## src/sv/ptpob_ram.sv

```systemverilog
// ---------------------------------------------------------------------------
// ptpob_ram
// simple dual-port ram, one write port, one registered read port
// ---------------------------------------------------------------------------
module ptpob_ram #(
  parameter int WIDTH = 8,
  parameter int DEPTH = 16
) (
  input  logic                     clk,
  input  logic                     we,
  input  logic [$clog2(DEPTH)-1:0] wa,
  input  logic [WIDTH-1:0]         wd,
  input  logic [$clog2(DEPTH)-1:0] ra,
  output logic [WIDTH-1:0]         rd
);

  logic [WIDTH-1:0] mem [DEPTH];

  always_ff @(posedge clk) begin
    if (we) begin
      mem[wa] <= wd;
    end
    rd <= mem[ra];
  end

endmodule

```

## config.mk

```make
export PLATFORM = sky130hd
export DESIGN_NAME = ptpob_ram
export DESIGN_NICKNAME = d
export VERILOG_FILES = /design/src/sv/ptpob_ram.sv
export SDC_FILE = /design/constraint.sdc
export NUM_CORES = 1
export LEC_CHECK = 0
export BUFFER_PORTS_ARGS = -buffer_cell sky130_fd_sc_hd__buf_2
export CAP_MARGIN = 10
export CELL_PAD_IN_SITES_DETAIL_PLACEMENT = 2
export CELL_PAD_IN_SITES_GLOBAL_PLACEMENT = 2
export CORE_ASPECT_RATIO = 1.75
export CORE_MARGIN = 1.5
export CORE_UTILIZATION = 52
export DETAILED_ROUTE_END_ITERATION = 16
export PLACE_DENSITY = 0.81
export SLEW_MARGIN = 20
export SYNTH_ARGS = -nofsm -noshare
export SYNTH_HDL_FRONTEND = slang
export SYNTH_SLANG_ARGS = --single-unit
```

## constraint.sdc

```tcl
create_clock -name clk -period 2.9 [get_ports clk]
set_input_delay 0.58 -clock clk [delete_from_list [all_inputs] [get_ports clk]]
set_output_delay 0.58 -clock clk [all_outputs]
set_load 0.03 [all_outputs]
```

==> reports/results.txt <==
status: finished, final reports clean
synthesized area: 5150 um2
Starting Density: 54.0%
post-layout net count: 296
Post-Syn Area per Cell: 22.5 um2
Synth top area share: 74.7%
vias: 2,537
RR Startpoint: mem[1][3]$_DFFE_PP_
diode count: 0
Worst Path Buf+Inv: 2
vias in the first global route: 2,881
CTS tree: yes
DR vias/cell: 6.14
Worst Skew: 0.0149 ns
Detail Placement HPWL: 8.03 mm
Seq/Total Area, Yosys: 77.8%
final hold vios: 0
CP arrival: 2.12 ns
Die Footprint: 10,500 um2
path type of the worst min-delay path: in -> reg
clock slew at reported path FFs: 0.07 ns
Area Overhead vs Synth: 18.2%
placed inst area: 5480 um2
Crit-path slowest cell: mux4_1
ANT nets after route: 0
Crit. End Element: register
Worst slew margin: 47.6%
row count: 47
root buf cell: clkbuf_16
hold_buf cts: 0
drt initial violations: 224
count of cell types in the netlist: 19
TritonCTS Buffers: 17
min-delay src: wd[2]
H-tree depth: 4
initial antenna violation count: 0
FMAX: 0.545 GHz
crit path time final: 1.84 ns
Overflow after GRT: 0
die width: 78.2 um
WL/cell: 33.8 um
router iterations before antenna repair: 4
CP Class: in -> reg
clk sinks: 136
Worst-Skew Late Latency: 0.42 ns
Die Span Y: 135 um
final setup fails: 0
gpl congestion: 0.734
Synth area leader: edfxtp_1
top post-synthesis cells by area: edfxtp_1, mux4_2, mux4_1
Detailed Route WL: 13.9 mm
Syn Nets: 247
Final TNS setup: 0 ns
worst hold endpoint: mem[6][2]$_DFFE_PP_
WP data required: 3.18 ns
WHS Path Cells: 1
total power per unit cell area: 774 nW/um2
I/O pins: 26
synthesized instance count: 229
Worst setup SP type: input pin
Top Family by Delay on Critical Path: multiplexers
largest net degree at the start of global routing: 33
post-route cell area: 6090 um2
WHS: 0.573 ns
worst-margin pin slew: 0.784 ns
RSZ-0062 raised after global routing: no
period utilization: 63.3%
critical path fanouts, max: 32
cells along the critical path: buf_2, buf_12, mux4_1, a22oi_1, nand2_1
Static Leak: 0.00208 uW
gr usage total: 29.1%
# port buffers: 25
post-cts resize count: 0
maximum VDD drop: 0.000591 V
Slew Viols, Final: 0
max incr delay on CP: 0.66 ns
core area: 9530 um2
Max-Cap Viols: 0
Post-CTS Setup Inserts: 0
flops & latches, synth: 136
layout cells sized above 1: 30.2%
first-pass GRT wire length: 20.1 mm
FF-to-FF End: rd[3]$_DFF_P_
Ys Warns: 0
Reg2Reg Depth: 3
DRC viols: 0
setup slack, reg-to-reg: 1.29 ns
clock buffer depth: 2
[layout by cell type, fill, tap and decap left out, drive strengths merged, types with 2 or more instances in the layout]
cell type | synthesis | layout
mux4 | 32 | 32
clkinvlp | 0 | 2
nand2b | 2 | 2
edfxtp | 128 | 128
nand2 | 9 | 9
nor2 | 13 | 13
buf | 7 | 40
dfxtp | 8 | 8
a22oi | 16 | 16
bufinv | 0 | 4
clkbuf | 0 | 17
nor3 | 4 | 4
nand3b | 2 | 2
clkinv | 0 | 9
[synthesized netlist by cell type]
cell and n:
dfxtp_1 8, nand3b_1 2, and2_1 1, mux4_2 18, nand2_1 9, edfxtp_1 128, nor3_1 4, and2b_1 1
nor2b_1 1, clkdlybuf4s25_2 3, nand2b_1 2, buf_2 3, buf_4 1, nor2_1 13, or3b_2 1, a22oi_1 16
buf_6 3, nand3_1 1, mux4_1 14
[registers in the layout, indices dropped and copies added (netlist names)]
signal,flops
rd,8
mem,128
[through the flow]
stage | total power (uW) | util [%] | setup WS (ns) | std cells
2_1_floorplan | 2390 | - | 0.827 | 229
3_3_place_gp | 2470 | 57.5 | 0.807 | 381
3_5_place_dp | 2490 | 57.5 | 0.703 | 381
4_1_cts | 4750 | 63.9 | 1.06 | 413
5_1_grt | 4810 | 63.9 | 1.02 | 413
6_report | 4710 | 63.9 | 1.06 | 413
[layout make-up]
type,count,area [um2]
Timing Repair Buffer,40,263
Multi-Input combinational cell,83,1060
Tap cell,122,153
Clock inverter,15,184
Sequential cell,136,4000
Clock buffer,17,425
Fill cell,729,3440
[logic make-up (layout without fill, tap and decap cells)]
group / after synthesis / after routing / synth area share (%)
AO/OA/AOI/OAI: 16 / 16 / 2.33
flip-flops: 136 / 136 / 77.8
buffers and inverters: 10 / 72 / 1.68
multiplexers: 32 / 32 / 15.0
AND/OR/NAND/NOR: 35 / 35 / 3.18
[per-layer routing]
layer  track usage, %  vias to the layer above  wire length, um
li1                 -                     1077                -
met1             33.6                     1326             5030
met2             53.0                      118             7870
met3             6.35                       16              777
met4             9.72                        0              265
met5                0                        -                0
[where the power goes]
group,switching [uW],internal [uW]
combinational,156,87.2
clock,826,1420
sequential,19.3,2200
[worst max-delay path by stage]
stage                from                  end  depth (start not counted)
floorplan           wa[2]  mem[0][0]$_DFFE_PP_                          2
global placement    wa[2]  mem[3][5]$_DFFE_PP_                          3
detailed placement  wa[2]  mem[2][6]$_DFFE_PP_                          3
CTS                 ra[0]        rd[3]$_DFF_P_                          5
global route        ra[0]        rd[3]$_DFF_P_                          5
finish              ra[0]        rd[3]$_DFF_P_                          5
Note: power is estimated with default switching activity, not from simulation.
